$ cat src/sv/yagbd_pkg.sv
package yagbd_pkg;

   localparam int INPUT_SIZE_DEF        = 640;
   localparam int NUM_SCALES_DEF        = 3;
   localparam int ANCHORS_PER_SCALE_DEF = 3;

   localparam int GRID_W   = 7;
   localparam int ANCHOR_W = 9;
   localparam int FINE_W   = 49;
   localparam int MUL_A_W  = 48;
   localparam int MUL_B_W  = 16;
   localparam int MUL_P_W  = MUL_A_W + MUL_B_W;

   localparam int REQ_DATA_W = 96;
   localparam int RSP_DATA_W = 136;

   localparam logic [15:0] OBJ_THR_RESET   = 16'd32768;
   localparam logic [15:0] SCORE_THR_RESET = 16'd16384;
   localparam logic [15:0] RATIO_RESET     = 16'd4096;

   typedef enum logic [2:0] {
      CSR_OBJ_THR   = 3'd0,
      CSR_SCORE_THR = 3'd1,
      CSR_PAD_LEFT  = 3'd2,
      CSR_PAD_TOP   = 3'd3,
      CSR_RATIO_X   = 3'd4,
      CSR_RATIO_Y   = 3'd5
   } csr_index_type;

   typedef struct packed {
      logic [15:0] objectness_threshold;
      logic [15:0] score_threshold;
      logic [9:0]  pad_left;
      logic [9:0]  pad_top;
      logic [15:0] ratio_x;
      logic [15:0] ratio_y;
   } cfg_type;

   typedef struct packed {
      logic [1:0]        scale;
      logic [1:0]        anchor;
      logic [GRID_W-1:0] row;
      logic [GRID_W-1:0] col;
   } walk_pos_type;

   typedef struct packed {
      logic clear;
      logic step;
   } walk_ctl_type;

   typedef struct packed {
      logic               go;
      logic [MUL_A_W-1:0] a;
      logic [MUL_B_W-1:0] b;
   } mul_req_type;

   typedef struct packed {
      logic signed [15:0] center_x;
      logic signed [15:0] center_y;
      logic [15:0]        net_box_width;
      logic [15:0]        net_box_height;
      logic signed [13:0] left_edge;
      logic signed [13:0] top_edge;
      logic [12:0]        image_box_width;
      logic [12:0]        image_box_height;
      logic [15:0]        confidence;
   } result_type;

   localparam logic [ANCHOR_W-1:0] ANCHOR_ROM [18] = '{
      9'd10,  9'd13,  9'd16,  9'd30,  9'd33,  9'd23,
      9'd30,  9'd61,  9'd62,  9'd45,  9'd59,  9'd119,
      9'd116, 9'd90,  9'd156, 9'd198, 9'd373, 9'd326
   };

   function automatic logic [ANCHOR_W-1:0] anchor_size(input logic [1:0] scale,
                                                      input logic [1:0] anchor,
                                                      input logic       is_h);
      logic [4:0] idx;
      idx = {1'b0, scale, 2'b00} + {2'b00, scale, 1'b0} + {2'b00, anchor, 1'b0}
            + {4'h0, is_h};
      if (idx >= 5'd18) begin
         idx = idx - 5'd18;
      end
      return ANCHOR_ROM[idx];
   endfunction

endpackage

$ cat src/sv/yagbd_mul.sv
module yagbd_mul (
   input  logic                           clock,
   input  yagbd_pkg::mul_req_type         req,
   output logic [yagbd_pkg::MUL_P_W-1:0]  prod
);
   import yagbd_pkg::*;

   logic [MUL_P_W-1:0] prod_ff;
   logic [MUL_P_W-1:0] prod_in;

   assign prod_in = req.a * req.b;

   always_ff @(posedge clock) begin
      if (req.go) begin
         prod_ff <= prod_in;
      end
   end

   assign prod = prod_ff;

endmodule

$ cat src/sv/yagbd_walk.sv
module yagbd_walk #(
   parameter int INPUT_SIZE        = yagbd_pkg::INPUT_SIZE_DEF,
   parameter int NUM_SCALES        = yagbd_pkg::NUM_SCALES_DEF,
   parameter int ANCHORS_PER_SCALE = yagbd_pkg::ANCHORS_PER_SCALE_DEF
) (
   input  logic                    clock,
   input  logic                    reset,
   input  yagbd_pkg::walk_ctl_type ctl,
   output yagbd_pkg::walk_pos_type pos
);
   import yagbd_pkg::*;

   localparam logic [GRID_W:0] GRID0 = (GRID_W+1)'((INPUT_SIZE + 7) / 8);
   localparam logic [GRID_W:0] GRID1 = (GRID_W+1)'((INPUT_SIZE + 15) / 16);
   localparam logic [GRID_W:0] GRID2 = (GRID_W+1)'((INPUT_SIZE + 31) / 32);
   localparam logic [GRID_W:0] GRID3 = (GRID_W+1)'((INPUT_SIZE + 63) / 64);
   localparam logic [1:0] LAST_ANCHOR = 2'(ANCHORS_PER_SCALE - 1);
   localparam logic [1:0] LAST_SCALE  = 2'(NUM_SCALES - 1);

   walk_pos_type    pos_ff;
   walk_pos_type    pos_in;
   logic [GRID_W:0] grid_n;
   logic            last_col;
   logic            last_row;

   always_comb begin
      unique case (pos_ff.scale)
         2'd0:    grid_n = GRID0;
         2'd1:    grid_n = GRID1;
         2'd2:    grid_n = GRID2;
         default: grid_n = GRID3;
      endcase
   end

   assign last_col = ({1'b0, pos_ff.col} + 1'b1) >= grid_n;
   assign last_row = ({1'b0, pos_ff.row} + 1'b1) >= grid_n;

   always_comb begin
      pos_in = pos_ff;
      if (ctl.clear) begin
         pos_in = '0;
      end else if (ctl.step) begin
         if (!last_col) begin
            pos_in.col = pos_ff.col + 1'b1;
         end else begin
            pos_in.col = '0;
            if (!last_row) begin
               pos_in.row = pos_ff.row + 1'b1;
            end else begin
               pos_in.row = '0;
               if (pos_ff.anchor != LAST_ANCHOR) begin
                  pos_in.anchor = pos_ff.anchor + 1'b1;
               end else begin
                  pos_in.anchor = '0;
                  pos_in.scale  = (pos_ff.scale != LAST_SCALE) ? pos_ff.scale + 1'b1 : 2'd0;
               end
            end
         end
      end
   end

   always_ff @(posedge clock) begin
      if (reset) begin
         pos_ff <= '0;
      end else begin
         pos_ff <= pos_in;
      end
   end

   assign pos = pos_ff;

endmodule

$ cat src/sv/yagbd_core.sv
module yagbd_core #(
   parameter int INPUT_SIZE        = yagbd_pkg::INPUT_SIZE_DEF,
   parameter int NUM_SCALES        = yagbd_pkg::NUM_SCALES_DEF,
   parameter int ANCHORS_PER_SCALE = yagbd_pkg::ANCHORS_PER_SCALE_DEF
) (
   input  logic                                clock,
   input  logic                                reset,
   input  logic                                req_tvalid,
   output logic                                req_tready,
   input  logic [yagbd_pkg::REQ_DATA_W-1:0]    req_tdata,
   input  logic                                req_tuser,
   input  yagbd_pkg::cfg_type                  cfg,
   input  logic                                out_free,
   output logic                                out_load,
   output yagbd_pkg::result_type               result
);
   import yagbd_pkg::*;

   typedef enum logic [12:0] {
      ST_IDLE = 13'b0000000000001,
      ST_CONF = 13'b0000000000010,
      ST_W2   = 13'b0000000000100,
      ST_H2   = 13'b0000000001000,
      ST_FW   = 13'b0000000010000,
      ST_FH   = 13'b0000000100000,
      ST_DX   = 13'b0000001000000,
      ST_MX   = 13'b0000010000000,
      ST_MY   = 13'b0000100000000,
      ST_IW   = 13'b0001000000000,
      ST_IH   = 13'b0010000000000,
      ST_DONE = 13'b0100000000000,
      ST_SPARE_UNUSED_NEVER = 13'b1000000000000
   } state_type;

   function automatic logic [15:0] center_q(input logic signed [24:0] ax,
                                            input logic [1:0]         scale);
      logic [24:0] neg;
      logic [23:0] mag;
      logic [23:0] q;
      logic [3:0]  sh;
      neg = 25'(-ax);
      mag = ax[24] ? neg[23:0] : ax[23:0];
      sh  = 4'd9 - {2'b00, scale};
      q   = mag >> sh;
      if (!ax[24]) begin
         return (q > 24'd32767) ? 16'h7FFF : q[15:0];
      end
      return (q > 24'd32768) ? 16'h8000 : 16'(16'd0 - q[15:0]);
   endfunction

   function automatic logic [13:0] edge_q(input logic neg, input logic [19:0] mag);
      if (!neg) begin
         return (mag > 20'd8191) ? 14'h1FFF : mag[13:0];
      end
      return (mag > 20'd8192) ? 14'h2000 : 14'(14'd0 - mag[13:0]);
   endfunction

   function automatic logic [12:0] img_q(input logic [19:0] mag);
      return (mag > 20'd8191) ? 13'h1FFF : mag[12:0];
   endfunction

   state_type state_ff;
   state_type state_in;

   logic [15:0] px_ff, py_ff, pw_ff, ph_ff, obj_ff, cls_ff;
   logic signed [24:0] ax_ff, ay_ff, ax_in, ay_in;
   logic signed [FINE_W-1:0] cx_ff, cy_ff, cx_in, cy_in;
   logic signed [FINE_W-1:0] dx_ff, dy_ff, dx_in, dy_in;
   logic [FINE_W-1:0] dx_neg, dy_neg;
   logic [MUL_A_W-1:0] dx_mag, dy_mag;
   logic [15:0] conf_ff, cen_x_ff, cen_y_ff;
   logic [31:0] wq_ff, hq_ff;
   logic [42:0] fw_ff, fh_ff;
   logic [13:0] left_ff, top_ff;
   logic [12:0] imgw_ff;
   logic        keep_in;
   logic [ANCHOR_W-1:0] aw, ah;

   walk_pos_type       pos;
   walk_ctl_type       walk_ctl;
   mul_req_type        mul_req;
   logic [MUL_P_W-1:0] prod;

   yagbd_walk #(
      .INPUT_SIZE        (INPUT_SIZE),
      .NUM_SCALES        (NUM_SCALES),
      .ANCHORS_PER_SCALE (ANCHORS_PER_SCALE)
   ) u_walk (
      .clock (clock),
      .reset (reset),
      .ctl   (walk_ctl),
      .pos   (pos)
   );

   yagbd_mul u_mul (
      .clock (clock),
      .req   (mul_req),
      .prod  (prod)
   );

   assign aw = anchor_size(pos.scale, pos.anchor, 1'b0);
   assign ah = anchor_size(pos.scale, pos.anchor, 1'b1);

   assign ax_in = $signed({2'b00, pos.col, 16'h0000}) + $signed({8'h00, px_ff, 1'b0})
                  - 25'sd32768;
   assign ay_in = $signed({2'b00, pos.row, 16'h0000}) + $signed({8'h00, py_ff, 1'b0})
                  - 25'sd32768;

   assign cx_in = ($signed({{24{ax_ff[24]}}, ax_ff}) <<< (5'(pos.scale) + 5'd19))
                  - $signed({7'h00, cfg.pad_left, 32'h0});
   assign cy_in = ($signed({{24{ay_ff[24]}}, ay_ff}) <<< (5'(pos.scale) + 5'd19))
                  - $signed({7'h00, cfg.pad_top, 32'h0});

   assign dx_in = cx_ff - $signed({7'h00, fw_ff[42:1]});
   assign dy_in = cy_ff - $signed({7'h00, fh_ff[42:1]});

   assign dx_neg = FINE_W'(-dx_ff);
   assign dy_neg = FINE_W'(-dy_ff);
   assign dx_mag = dx_ff[FINE_W-1] ? dx_neg[MUL_A_W-1:0] : dx_ff[MUL_A_W-1:0];
   assign dy_mag = dy_ff[FINE_W-1] ? dy_neg[MUL_A_W-1:0] : dy_ff[MUL_A_W-1:0];

   assign keep_in = (obj_ff > cfg.objectness_threshold)
                    && (prod[31:0] > {cfg.score_threshold, 16'h0000});

   always_comb begin
      state_in = state_ff;
      walk_ctl = '0;
      mul_req  = '0;
      out_load = 1'b0;
      unique case (state_ff)
         ST_IDLE: begin
            if (req_tvalid) begin
               walk_ctl.clear = req_tuser;
               state_in       = ST_CONF;
            end
         end
         ST_CONF: begin
            mul_req  = '{go: 1'b1, a: {32'h0, obj_ff}, b: cls_ff};
            state_in = ST_W2;
         end
         ST_W2: begin
            if (keep_in) begin
               mul_req  = '{go: 1'b1, a: {32'h0, pw_ff}, b: pw_ff};
               state_in = ST_H2;
            end else begin
               walk_ctl.step = 1'b1;
               state_in      = ST_IDLE;
            end
         end
         ST_H2: begin
            mul_req  = '{go: 1'b1, a: {32'h0, ph_ff}, b: ph_ff};
            state_in = ST_FW;
         end
         ST_FW: begin
            mul_req  = '{go: 1'b1, a: {16'h0, wq_ff}, b: {7'h00, aw}};
            state_in = ST_FH;
         end
         ST_FH: begin
            mul_req  = '{go: 1'b1, a: {16'h0, hq_ff}, b: {7'h00, ah}};
            state_in = ST_DX;
         end
         ST_DX: begin
            state_in = ST_MX;
         end
         ST_MX: begin
            mul_req  = '{go: 1'b1, a: dx_mag, b: cfg.ratio_x};
            state_in = ST_MY;
         end
         ST_MY: begin
            mul_req  = '{go: 1'b1, a: dy_mag, b: cfg.ratio_y};
            state_in = ST_IW;
         end
         ST_IW: begin
            mul_req  = '{go: 1'b1, a: {5'h00, fw_ff}, b: cfg.ratio_x};
            state_in = ST_IH;
         end
         ST_IH: begin
            mul_req  = '{go: 1'b1, a: {5'h00, fh_ff}, b: cfg.ratio_y};
            state_in = ST_DONE;
         end
         ST_DONE: begin
            if (out_free) begin
               out_load      = 1'b1;
               walk_ctl.step = 1'b1;
               state_in      = ST_IDLE;
            end
         end
         default: begin
            state_in = ST_IDLE;
         end
      endcase
   end

   always_ff @(posedge clock) begin
      if (reset) begin
         state_ff <= ST_IDLE;
      end else begin
         state_ff <= state_in;
      end
   end

   always_ff @(posedge clock) begin
      if (state_ff == ST_IDLE && req_tvalid) begin
         px_ff  <= req_tdata[15:0];
         py_ff  <= req_tdata[31:16];
         pw_ff  <= req_tdata[47:32];
         ph_ff  <= req_tdata[63:48];
         obj_ff <= req_tdata[79:64];
         cls_ff <= req_tdata[95:80];
      end
      if (state_ff == ST_CONF) begin
         ax_ff <= ax_in;
         ay_ff <= ay_in;
      end
      if (state_ff == ST_W2) begin
         conf_ff <= prod[31:16];
         cx_ff   <= cx_in;
         cy_ff   <= cy_in;
      end
      if (state_ff == ST_H2) begin
         wq_ff    <= prod[31:0];
         cen_x_ff <= center_q(ax_ff, pos.scale);
         cen_y_ff <= center_q(ay_ff, pos.scale);
      end
      if (state_ff == ST_FW) begin
         hq_ff <= prod[31:0];
      end
      if (state_ff == ST_FH) begin
         fw_ff <= {prod[40:0], 2'b00};
      end
      if (state_ff == ST_DX) begin
         fh_ff <= {prod[40:0], 2'b00};
         dx_ff <= dx_in;
      end
      if (state_ff == ST_MX) begin
         dy_ff <= dy_in;
      end
      if (state_ff == ST_MY) begin
         left_ff <= edge_q(dx_ff[FINE_W-1], prod[63:44]);
      end
      if (state_ff == ST_IW) begin
         top_ff <= edge_q(dy_ff[FINE_W-1], prod[63:44]);
      end
      if (state_ff == ST_IH) begin
         imgw_ff <= img_q(prod[63:44]);
      end
   end

   assign req_tready = (state_ff == ST_IDLE);

   always_comb begin
      result.center_x         = cen_x_ff;
      result.center_y         = cen_y_ff;
      result.net_box_width    = {1'b0, fw_ff[42:28]};
      result.net_box_height   = {1'b0, fh_ff[42:28]};
      result.left_edge        = left_ff;
      result.top_edge         = top_ff;
      result.image_box_width  = imgw_ff;
      result.image_box_height = img_q(prod[63:44]);
      result.confidence       = conf_ff;
   end

endmodule

$ cat src/sv/yolo_anchor_grid_box_decode.sv
// Channel  Dir  Handshake              Word
// req      in   req_tvalid/req_tready  offsets, sizes, scores; tuser = frame_start
// rsp      out  rsp_tvalid/rsp_tready  centers, sizes, edges, image sizes, confidence
// csr      in   csr_we                 register index and write data
//
// A kept row holds the sequencer from its accept until its result is loaded, then raises
// rsp_tvalid; a rejected row holds it through the threshold check and returns no word.
// One shared 48x16 multiplier with a registered product is stepped through nine products.
// Synchronous active-high reset clears the sequencer, grid walk, output valid and
// registers to their defaults. A result waiting on rsp does not block the next
// accept; the sequencer holds its final step until the output register is free.
module yolo_anchor_grid_box_decode #(
   parameter int INPUT_SIZE        = yagbd_pkg::INPUT_SIZE_DEF,
   parameter int NUM_SCALES        = yagbd_pkg::NUM_SCALES_DEF,
   parameter int ANCHORS_PER_SCALE = yagbd_pkg::ANCHORS_PER_SCALE_DEF
) (
   input  logic         clock,
   input  logic         reset,
   input  logic         req_tvalid,
   output logic         req_tready,
   // offset_x, offset_y, raw_width, raw_height, objectness, class_score
   input  logic [95:0]  req_tdata,
   // frame_start
   input  logic         req_tuser,
   output logic         rsp_tvalid,
   input  logic         rsp_tready,
   // center_x, center_y, net_box_width, net_box_height, left_edge, top_edge,
   // image_box_width, image_box_height, confidence, zero fill
   output logic [135:0] rsp_tdata,
   input  logic         csr_we,
   input  logic [2:0]   csr_index,
   input  logic [15:0]  csr_wdata
);
   import yagbd_pkg::*;

   cfg_type    cfg_ff;
   cfg_type    cfg_in;
   logic       rsp_valid_ff;
   logic       rsp_valid_in;
   logic [RSP_DATA_W-1:0] rsp_data_ff;
   logic       out_free;
   logic       out_load;
   result_type result;

   always_comb begin
      cfg_in = cfg_ff;
      if (csr_we) begin
         unique case (csr_index_type'(csr_index))
            CSR_OBJ_THR:   cfg_in.objectness_threshold = csr_wdata;
            CSR_SCORE_THR: cfg_in.score_threshold      = csr_wdata;
            CSR_PAD_LEFT:  cfg_in.pad_left             = csr_wdata[9:0];
            CSR_PAD_TOP:   cfg_in.pad_top              = csr_wdata[9:0];
            CSR_RATIO_X:   cfg_in.ratio_x              = csr_wdata;
            CSR_RATIO_Y:   cfg_in.ratio_y              = csr_wdata;
            default:       cfg_in = cfg_ff;
         endcase
      end
   end

   always_ff @(posedge clock) begin
      if (reset) begin
         cfg_ff.objectness_threshold <= OBJ_THR_RESET;
         cfg_ff.score_threshold      <= SCORE_THR_RESET;
         cfg_ff.pad_left             <= '0;
         cfg_ff.pad_top              <= '0;
         cfg_ff.ratio_x              <= RATIO_RESET;
         cfg_ff.ratio_y              <= RATIO_RESET;
      end else begin
         cfg_ff <= cfg_in;
      end
   end

   yagbd_core #(
      .INPUT_SIZE        (INPUT_SIZE),
      .NUM_SCALES        (NUM_SCALES),
      .ANCHORS_PER_SCALE (ANCHORS_PER_SCALE)
   ) u_core (
      .clock      (clock),
      .reset      (reset),
      .req_tvalid (req_tvalid),
      .req_tready (req_tready),
      .req_tdata  (req_tdata),
      .req_tuser  (req_tuser),
      .cfg        (cfg_ff),
      .out_free   (out_free),
      .out_load   (out_load),
      .result     (result)
   );

   assign out_free = !rsp_valid_ff || rsp_tready;

   always_comb begin
      if (out_load) begin
         rsp_valid_in = 1'b1;
      end else if (rsp_tready) begin
         rsp_valid_in = 1'b0;
      end else begin
         rsp_valid_in = rsp_valid_ff;
      end
   end

   always_ff @(posedge clock) begin
      if (reset) begin
         rsp_valid_ff <= 1'b0;
      end else begin
         rsp_valid_ff <= rsp_valid_in;
      end
   end

   always_ff @(posedge clock) begin
      if (out_load) begin
         rsp_data_ff <= {2'b00,
                         result.confidence,
                         result.image_box_height,
                         result.image_box_width,
                         result.top_edge,
                         result.left_edge,
                         result.net_box_height,
                         result.net_box_width,
                         result.center_y,
                         result.center_x};
      end
   end

   assign rsp_tvalid = rsp_valid_ff;
   assign rsp_tdata  = rsp_data_ff;

endmodule

$ cat config.mk
export PLATFORM = sky130hd
export DESIGN_NAME = yolo_anchor_grid_box_decode
export DESIGN_NICKNAME = d
export VERILOG_FILES = /design/src/sv/yagbd_pkg.sv /design/src/sv/yagbd_mul.sv /design/src/sv/yagbd_walk.sv /design/src/sv/yagbd_core.sv /design/src/sv/yolo_anchor_grid_box_decode.sv
export SDC_FILE = /design/constraint.sdc
export NUM_CORES = 2
export LEC_CHECK = 0
export BUFFER_PORTS_ARGS = -buffer_cell sky130_fd_sc_hd__clkbuf_2
export CAP_MARGIN = 20
export CELL_PAD_IN_SITES_DETAIL_PLACEMENT = 1
export CELL_PAD_IN_SITES_GLOBAL_PLACEMENT = 2
export CORE_ASPECT_RATIO = 1.5
export CORE_MARGIN = 8
export CORE_UTILIZATION = 42
export DETAILED_ROUTE_END_ITERATION = 7
export HOLD_SLACK_MARGIN = 0.15
export PLACE_DENSITY = 0.81
export SETUP_SLACK_MARGIN = 0.2
export SLEW_MARGIN = 10
export SYNTH_ARGS = -nofsm -noshare
export SYNTH_HDL_FRONTEND = slang
export SYNTH_SLANG_ARGS = --single-unit
$ cat constraint.sdc
create_clock -name clock -period 17.3 [get_ports clock]
set_clock_uncertainty 0.05 [all_clocks]
set_input_delay 0 -clock clock [delete_from_list [all_inputs] [get_ports clock]]
set_output_delay 0 -clock clock [all_outputs]
set_load 0.02 [all_outputs]
After elaboration in Yosys (flattened, before gate mapping)
Memories as Yosys holds them, arrays and structs flattened.
Cells that the tools add are included.
- logic and storage cells: 181
- bits in read-only memories: 576
- bits in registers: 889
- input port bits: 121
- memories kept: 2
- output and inout bits: 138
- bitwise logic cells: 3
- muxes and demuxes: 52
- equal/unequal tests: 23
- reductions and logical operators: 18
- shift operators: 4
- magnitude comparators: 14
- multipliers: 1
- $add $sub $neg: 28
- memory list (memory ; depth ; bits a word ; read ports ; clocked after Yosys merged registers in ; wr ports ; line ; text):
    (name not given) ; 32 ; 9 ; 1 ; 0 ; 0 ; yagbd_pkg.sv:84 ; return ANCHOR_ROM[idx];
    (name not given) ; 32 ; 9 ; 1 ; 0 ; 0 ; yagbd_pkg.sv:84 ;
- operators with widths (cell ; count):
    65-bit case mux with 9 select lines ; 1
    49-bit by 43-bit subtractor with 49-bit output ; 4
    13-bit case mux with 12 select lines ; 1
    16-bit two-way mux ; 8
    25-bit by 5-bit <<< shifter with 49-bit output ; 2
    48-bit two-way mux ; 2
    48-bit negator ; 2
    14-bit two-way mux ; 6
    65-bit two-way mux ; 1
    48-bit by 16-bit multiplier with 64-bit output ; 1
    25-bit by 17-bit subtractor with 25-bit output, second input constant ; 2
    23-bit by 17-bit adder with 24-bit output ; 2
    24-bit by 15-bit greater-than comparator with 1-bit output, second input constant ; 2
    24-bit by 16-bit greater-than comparator with 1-bit output, second input constant ; 2
    24-bit two-way mux ; 2
    24-bit negator ; 2
    24-bit by 4-bit >> shifter with 24-bit output ; 2
    13-bit two-way mux ; 3
    9-bit two-way mux ; 4
    32-bit greater-than comparator ; 1
    1-bit by 16-bit subtractor with 16-bit output, first input constant ; 2
    7-bit case mux with 3 select lines ; 1
    20-bit by 13-bit greater-than comparator with 1-bit output, second input constant ; 1
    20-bit by 14-bit greater-than comparator with 1-bit output, second input constant ; 1
    other kinds (50) ; 88

Logic depth before layout (Yosys ltp)
- depth after elaboration: 11
- gate-level depth with buffers: 50
- depth with buffers taken out: 41

Cells and area by module
A second synthesis with hierarchy kept.
- cell total of the unflattened synthesis: 6737
- area, all modules: 68414.4 um2
- modules (own cells, without submodules) (module ; seq. area each (um2) ; instances ; area each (um2) ; cells each):
    yagbd_core ; 16425.8 ; 1 ; 33787.4 ; 3257
    yagbd_mul ; 1921.8 ; 1 ; 25967.4 ; 2889
    yolo_anchor_grid_box_decode ; 5725.5 ; 1 ; 7414.6 ; 440
    yagbd_walk ; 360.3 ; 1 ; 1244.9 ; 151

Worst setup path before layout
OpenSTA, ideal clock, no wires.
- path kind: register to register
- from: register u_core.u_walk.pos_ff, in the netlist u_core.u_walk.pos[16]
- to: register u_core.u_mul.prod_ff[63] (netlist: u_core.u_mul.prod[63]), data pin
- cell stages (with the launch flop): 48
- path slack: 5.180 ns
- buffers on the path: 9
- period minus slack after synthesis: 12.120 ns
- setup time: 0.265 ns
- arrival: 11.805 ns
- path through: dfxtp_1 > clkbuf_1 > inv_1 > clkbuf_1 > clkbuf_1 > clkbuf_1 > clkbuf_1 > buf_1 > clkbuf_1 > fa_1 > inv_1 > ha_1 > fa_1 > nand2b_1 > nand2_1 > nor2_1 > nor2_1 > inv_1 > [... 12 more ...] > fa_1 > inv_1 > fa_1 > inv_1 > fa_1 > inv_1 > ha_1 > clkbuf_1 > nand3_1 > nor4b_1 > a21oi_1 > a21o_1 > a2111oi_0 > o221ai_1 > o31ai_1 > and3_1 > a311oi_1 > xnor2_1
- word-level cells in the longest chain between the ends: 11
- elaborated cells between the ends (all ways): 19
- classes of those cells: add/sub (5); mul (1); order compare (2); mux (7); bitwise (2); memory (2)
- ends and longest elaborated chain (what ; line ; text):
    from (decl) ; yagbd_walk.sv:20 ; walk_pos_type pos_ff;
    from (signal assigned) ; yagbd_walk.sv:66 ; pos_ff <= pos_in;
    4-bit by 3-bit adder with 5-bit output (*) ; yagbd_pkg.sv:79 ; idx = {1'b0, scale, 2'b00} + {2'b00, scale, 1'b0} + {2'b00, anchor, 1'b0}
    5-bit by 3-bit adder with 5-bit output (*) ; yagbd_pkg.sv:79 ;
    5-bit by 1-bit adder with 5-bit output ; yagbd_pkg.sv:80 ; + {4'h0, is_h};
    5-bit subtractor / 5-bit >= comparator (equally long branches) ; yagbd_pkg.sv:82, yagbd_pkg.sv:81 ;
    5-bit two-way mux ; yagbd_pkg.sv:81 ; if (idx >= 5'd18) begin
    5-bit NOT with 6-bit output (implied by the code) ; yagbd_pkg.sv:84 ;
    memory read 32 x 9 bit ; -- ;
    9-bit two-way mux (implied by the code) (2 in a row) ; yagbd_pkg.sv:84 ;
    65-bit case mux with 9 select lines (*) ; yagbd_core.sv:130 ; unique case (state_ff)
    48-bit by 16-bit multiplier with 64-bit output (*) ; yagbd_mul.sv:11 ; assign prod_in = req.a * req.b;
    via u_core.u_mul.prod_in[63] ; yagbd_mul.sv:9 ; logic [MUL_P_W-1:0] prod_in;
    to (signal assigned) ; yagbd_mul.sv:15 ; prod_ff <= prod_in;
    to (decl) ; yagbd_mul.sv:8 ; logic [MUL_P_W-1:0] prod_ff;
The timed path passes the listed nets; every way through them passes the cells marked *. The select of a mux whose other input is x is not followed.
A chain may end at the register's enable or synchronous reset.

Final worst setup path
- from: register u_core.u_walk.pos_ff, in the netlist u_core.u_walk.pos[17]
- to: register u_core.u_mul.prod_ff[63] (netlist: u_core.u_mul.prod[63]), data pin
Same word-level chain as after synthesis.

==> run metrics <==
outcome=completed; Critical path buffers and inverters=8; Yosys warnings=0; DRC Markers=0; hpwl dp=182000 um; synth-to-layout area growth=13.6%; GPL Wtd Cong=0.901; Post-Layout Cell Count=9256; WP data arrival=12440 ps; M1 GR Usage=30.2%; Synth Instances=6737; mapped cell area=0.0672 mm^2; final worst path period share=69.6%; switching power=1050 uW; kind of critical path=register to register; final core occ=47.8%; row cnt=180; final hold vios=0; clock sink total=847; Die Ht=506 um; worst slew pin tran=1120 ps; Critical Path Most Common Cell=fa_1; Slew Viols, Final=0; CTS tree=built; Final Setup Violations=0; switch share=23.3%; layout net count=8135; sequential share of power=49.9%; GR met2 Demand/Resource=51.0%; Inst Count DP=8858; Initial DRC Count=3033; clk_lat worst skew=760 ps; data required time of the worst path=17700 ps; Distinct cells, synth=103; drt first pass iters=6; register area share after synthesis=36.1%; Mean Syn Cell Area=9.98 um^2; Core ar.=0.160 mm^2; EDFF count, synth=732; PwrDens=59.1 mW/mm^2; first-pass GRT wire length=364000 um; Clk pin slew, worst setup/hold paths=60 ps; DR vias=53100; Worst slew margin=24.2%; Register-to-Register Path Depth=37; Slowest Stage Delay on Critical Path=710 ps; initial antenna violation count=10; worst setup margin=5260 ps; crit-path max FO=42; Max-Cap Viols=0; Final min period=12040 ps; met3 Usage GRT=3.12%; Logic pwr share=4.3%; Worst IR Drop VDD=93.5 uV; Worst Hold Path EP=u_core.u_walk.pos[3]; # resized after CTS=0; Clock Tree Buf Depth=3; Die ar.=0.173 mm^2; final WL=240000 um; vias in the first global route=58800; Int Power=3460 uW; DR vias/cell=5.73; Hold Path Depth=5; CTS Buf Count=89; htree depth=3; Die Wd=343 um; IO Port Bufs=254; Crit. End Element=register; total gr overflow=0; pre-CTS setup slack=4640 ps; leakage power=0.0302 uW; setup TNS=0 ps; Post-synth top flop=edfxtp_1; Initial Util=42.1%; Slowest-stage cell, CP=o21ai_0; hold path startpoint=req_tuser; RSZ-0062 raised after global routing=false; largest net degree at the start of global routing=100; worst min path class=primary input to register; FFs w/ async S/R, synth=0%; CTS root buf=clkbuf_16; IO Pins=259; post-route ant nets=0; Peak Freq=83.1 MHz; Startpoint Class=register; post-synthesis register bit count=847; power share of the clock group=45.8%; Routed WL per cell=26.0 um; share of layout cells above drive strength 1=9.27%; GRT Total Usage=27.6%; worst-case hold slack=197 ps; FF-to-FF setup slack=5260 ps; reg2reg end=u_core.u_mul.prod[63]; reg2reg start=u_core.u_walk.pos[17]; kind of cell adding the most delay to the critical path=adder cells; busiest metal layer after global routing=met2
## layout by cell type (no fill, tap or decap), drive strengths merged, types with 98 or more instances in the layout
cell	instances
xor2	129
xnor2	160
inv	870
o21ai	219
buf	107
nand2	953
nor3	98
dlygate4sd3	226
and2	173
edfxtp	732
nor2	468
nand3	99
a21oi	321
ha	283
dfxtp	115
fa	646
clkbuf	362
## worst min-delay path: stages
cell and delay (ps):
dlygate4sd3_1 520, clkbuf_2 130, a21oi_2 130, nand2_1 100
mux2i_1 70
## worst max path at each step
stage | from | endpoint | slack [ps] | cells past startpoint
2_1_floorplan | u_core.u_walk.pos[16] | u_core.u_mul.prod[63] | 5180 | 47
3_3_place_gp | u_core.u_walk.pos[17] | u_core.u_mul.prod[63] | 4910 | 39
3_5_place_dp | u_core.u_walk.pos[17] | u_core.u_mul.prod[63] | 4640 | 39
4_1_cts | u_core.u_walk.pos[17] | u_core.u_mul.prod[63] | 4580 | 39
5_1_grt | u_core.u_walk.pos[17] | u_core.u_mul.prod[63] | 4630 | 40
6_report | u_core.u_walk.pos[17] | u_core.u_mul.prod[63] | 5260 | 37
## through the flow
step / cell area [um^2] / total power, uW
6_report: 76300 / 4510
5_1_grt: 76300 / 4630
4_1_cts: 76300 / 4530
3_5_place_dp: 70900 / 2440
3_3_place_gp: 70900 / 2440
2_1_floorplan: 67200 / 2360
## routing by layer
layer,share of wire (%),wire [um]
met5,0.0083,20
met1,36,87000
met4,6.8,16400
met2,52,126000
met3,4.5,10900
## Yosys cell counts (all sizes together) (18+ instances only)
master,number,area [um^2]
and3,34,213
nor3b,18,146
nor2,468,1760
nand2,953,3580
a22oi,83,623
fa,646,12900
xor2,129,1130
o21bai,32,240
mux2,31,349
nand2b,34,213
a31oi,32,215
mux2i,77,783
buf,50,231
or3,53,337
nand4,34,219
o31ai,48,370
o211a,20,200
a221oi,34,298
o21a,40,300
clkbuf,283,1060
and2,173,1080
o211ai,31,233
a211oi,32,240
nor2b,39,244
edfxtp,732,22000
o21ai,219,1100
a222oi,18,180
xnor2,160,1400
nor4,37,284
o22ai,30,188
inv,864,3240
a221o,34,340
a21o,75,563
a21boi,22,165
ha,283,3540
or2,23,144
dfxtp,115,2300
or4,31,236
nor3,98,495
nand3,99,495
a21oi,321,1610
## timing repair
item,4_1_cts,5_1_grt
setup endpoints to repair,0,0
hold buffers,226,0
buffers inserted,0,0
hold endpoints to repair,269,0
## sequential cells by signal (all words and copies together) (netlist names), 32 cells and up
register           count
u_core.dx_ff          48
cfg_ff                84
u_core.fw_ff          41
u_core.hq_ff          32
u_core.cx_ff          32
u_core.dy_ff          48
u_core.cy_ff          32
u_core.wq_ff          32
rsp_tdata            132
u_core.fh_ff          41
u_core.u_mul.prod     61
## power groups by stage
stage	clock network [uW]	logic (uW)	registers, uW
after global routing	2170	207	2250
after floorplan	0	82.6	2280
after detailed placement	0	147	2300
after CTS	2090	187	2250
after global placement	0	143	2300
final	2070	193	2250
## layout make-up
| class | count | area, um^2 |
|---|---|---|
| clock inverters | 57 | 738 |
| well taps | 2093 | 2620 |
| diodes | 3 | 7.51 |
| fillers | 17600 | 83400 |
| clock buffers | 109 | 2360 |
| multi-input cells | 4694 | 38700 |
| flip-flops and latches | 847 | 24300 |
| repair buffers | 587 | 4370 |
| inverters | 866 | 3250 |
## cells by family after synthesis
family	after synthesis	synth area share (%)
XOR/XNOR	289	3.77
AO/OA/AOI/OAI	1232	12.5
other	1	0.00558
flip-flops	847	36.1
AND/OR/NAND/NOR	2126	14.5
adder cells (fa/ha/maj)	930	24.5
multiplexers	113	1.85
buffers and inverters	1199	6.76
(Power assumes the default switching activity.)
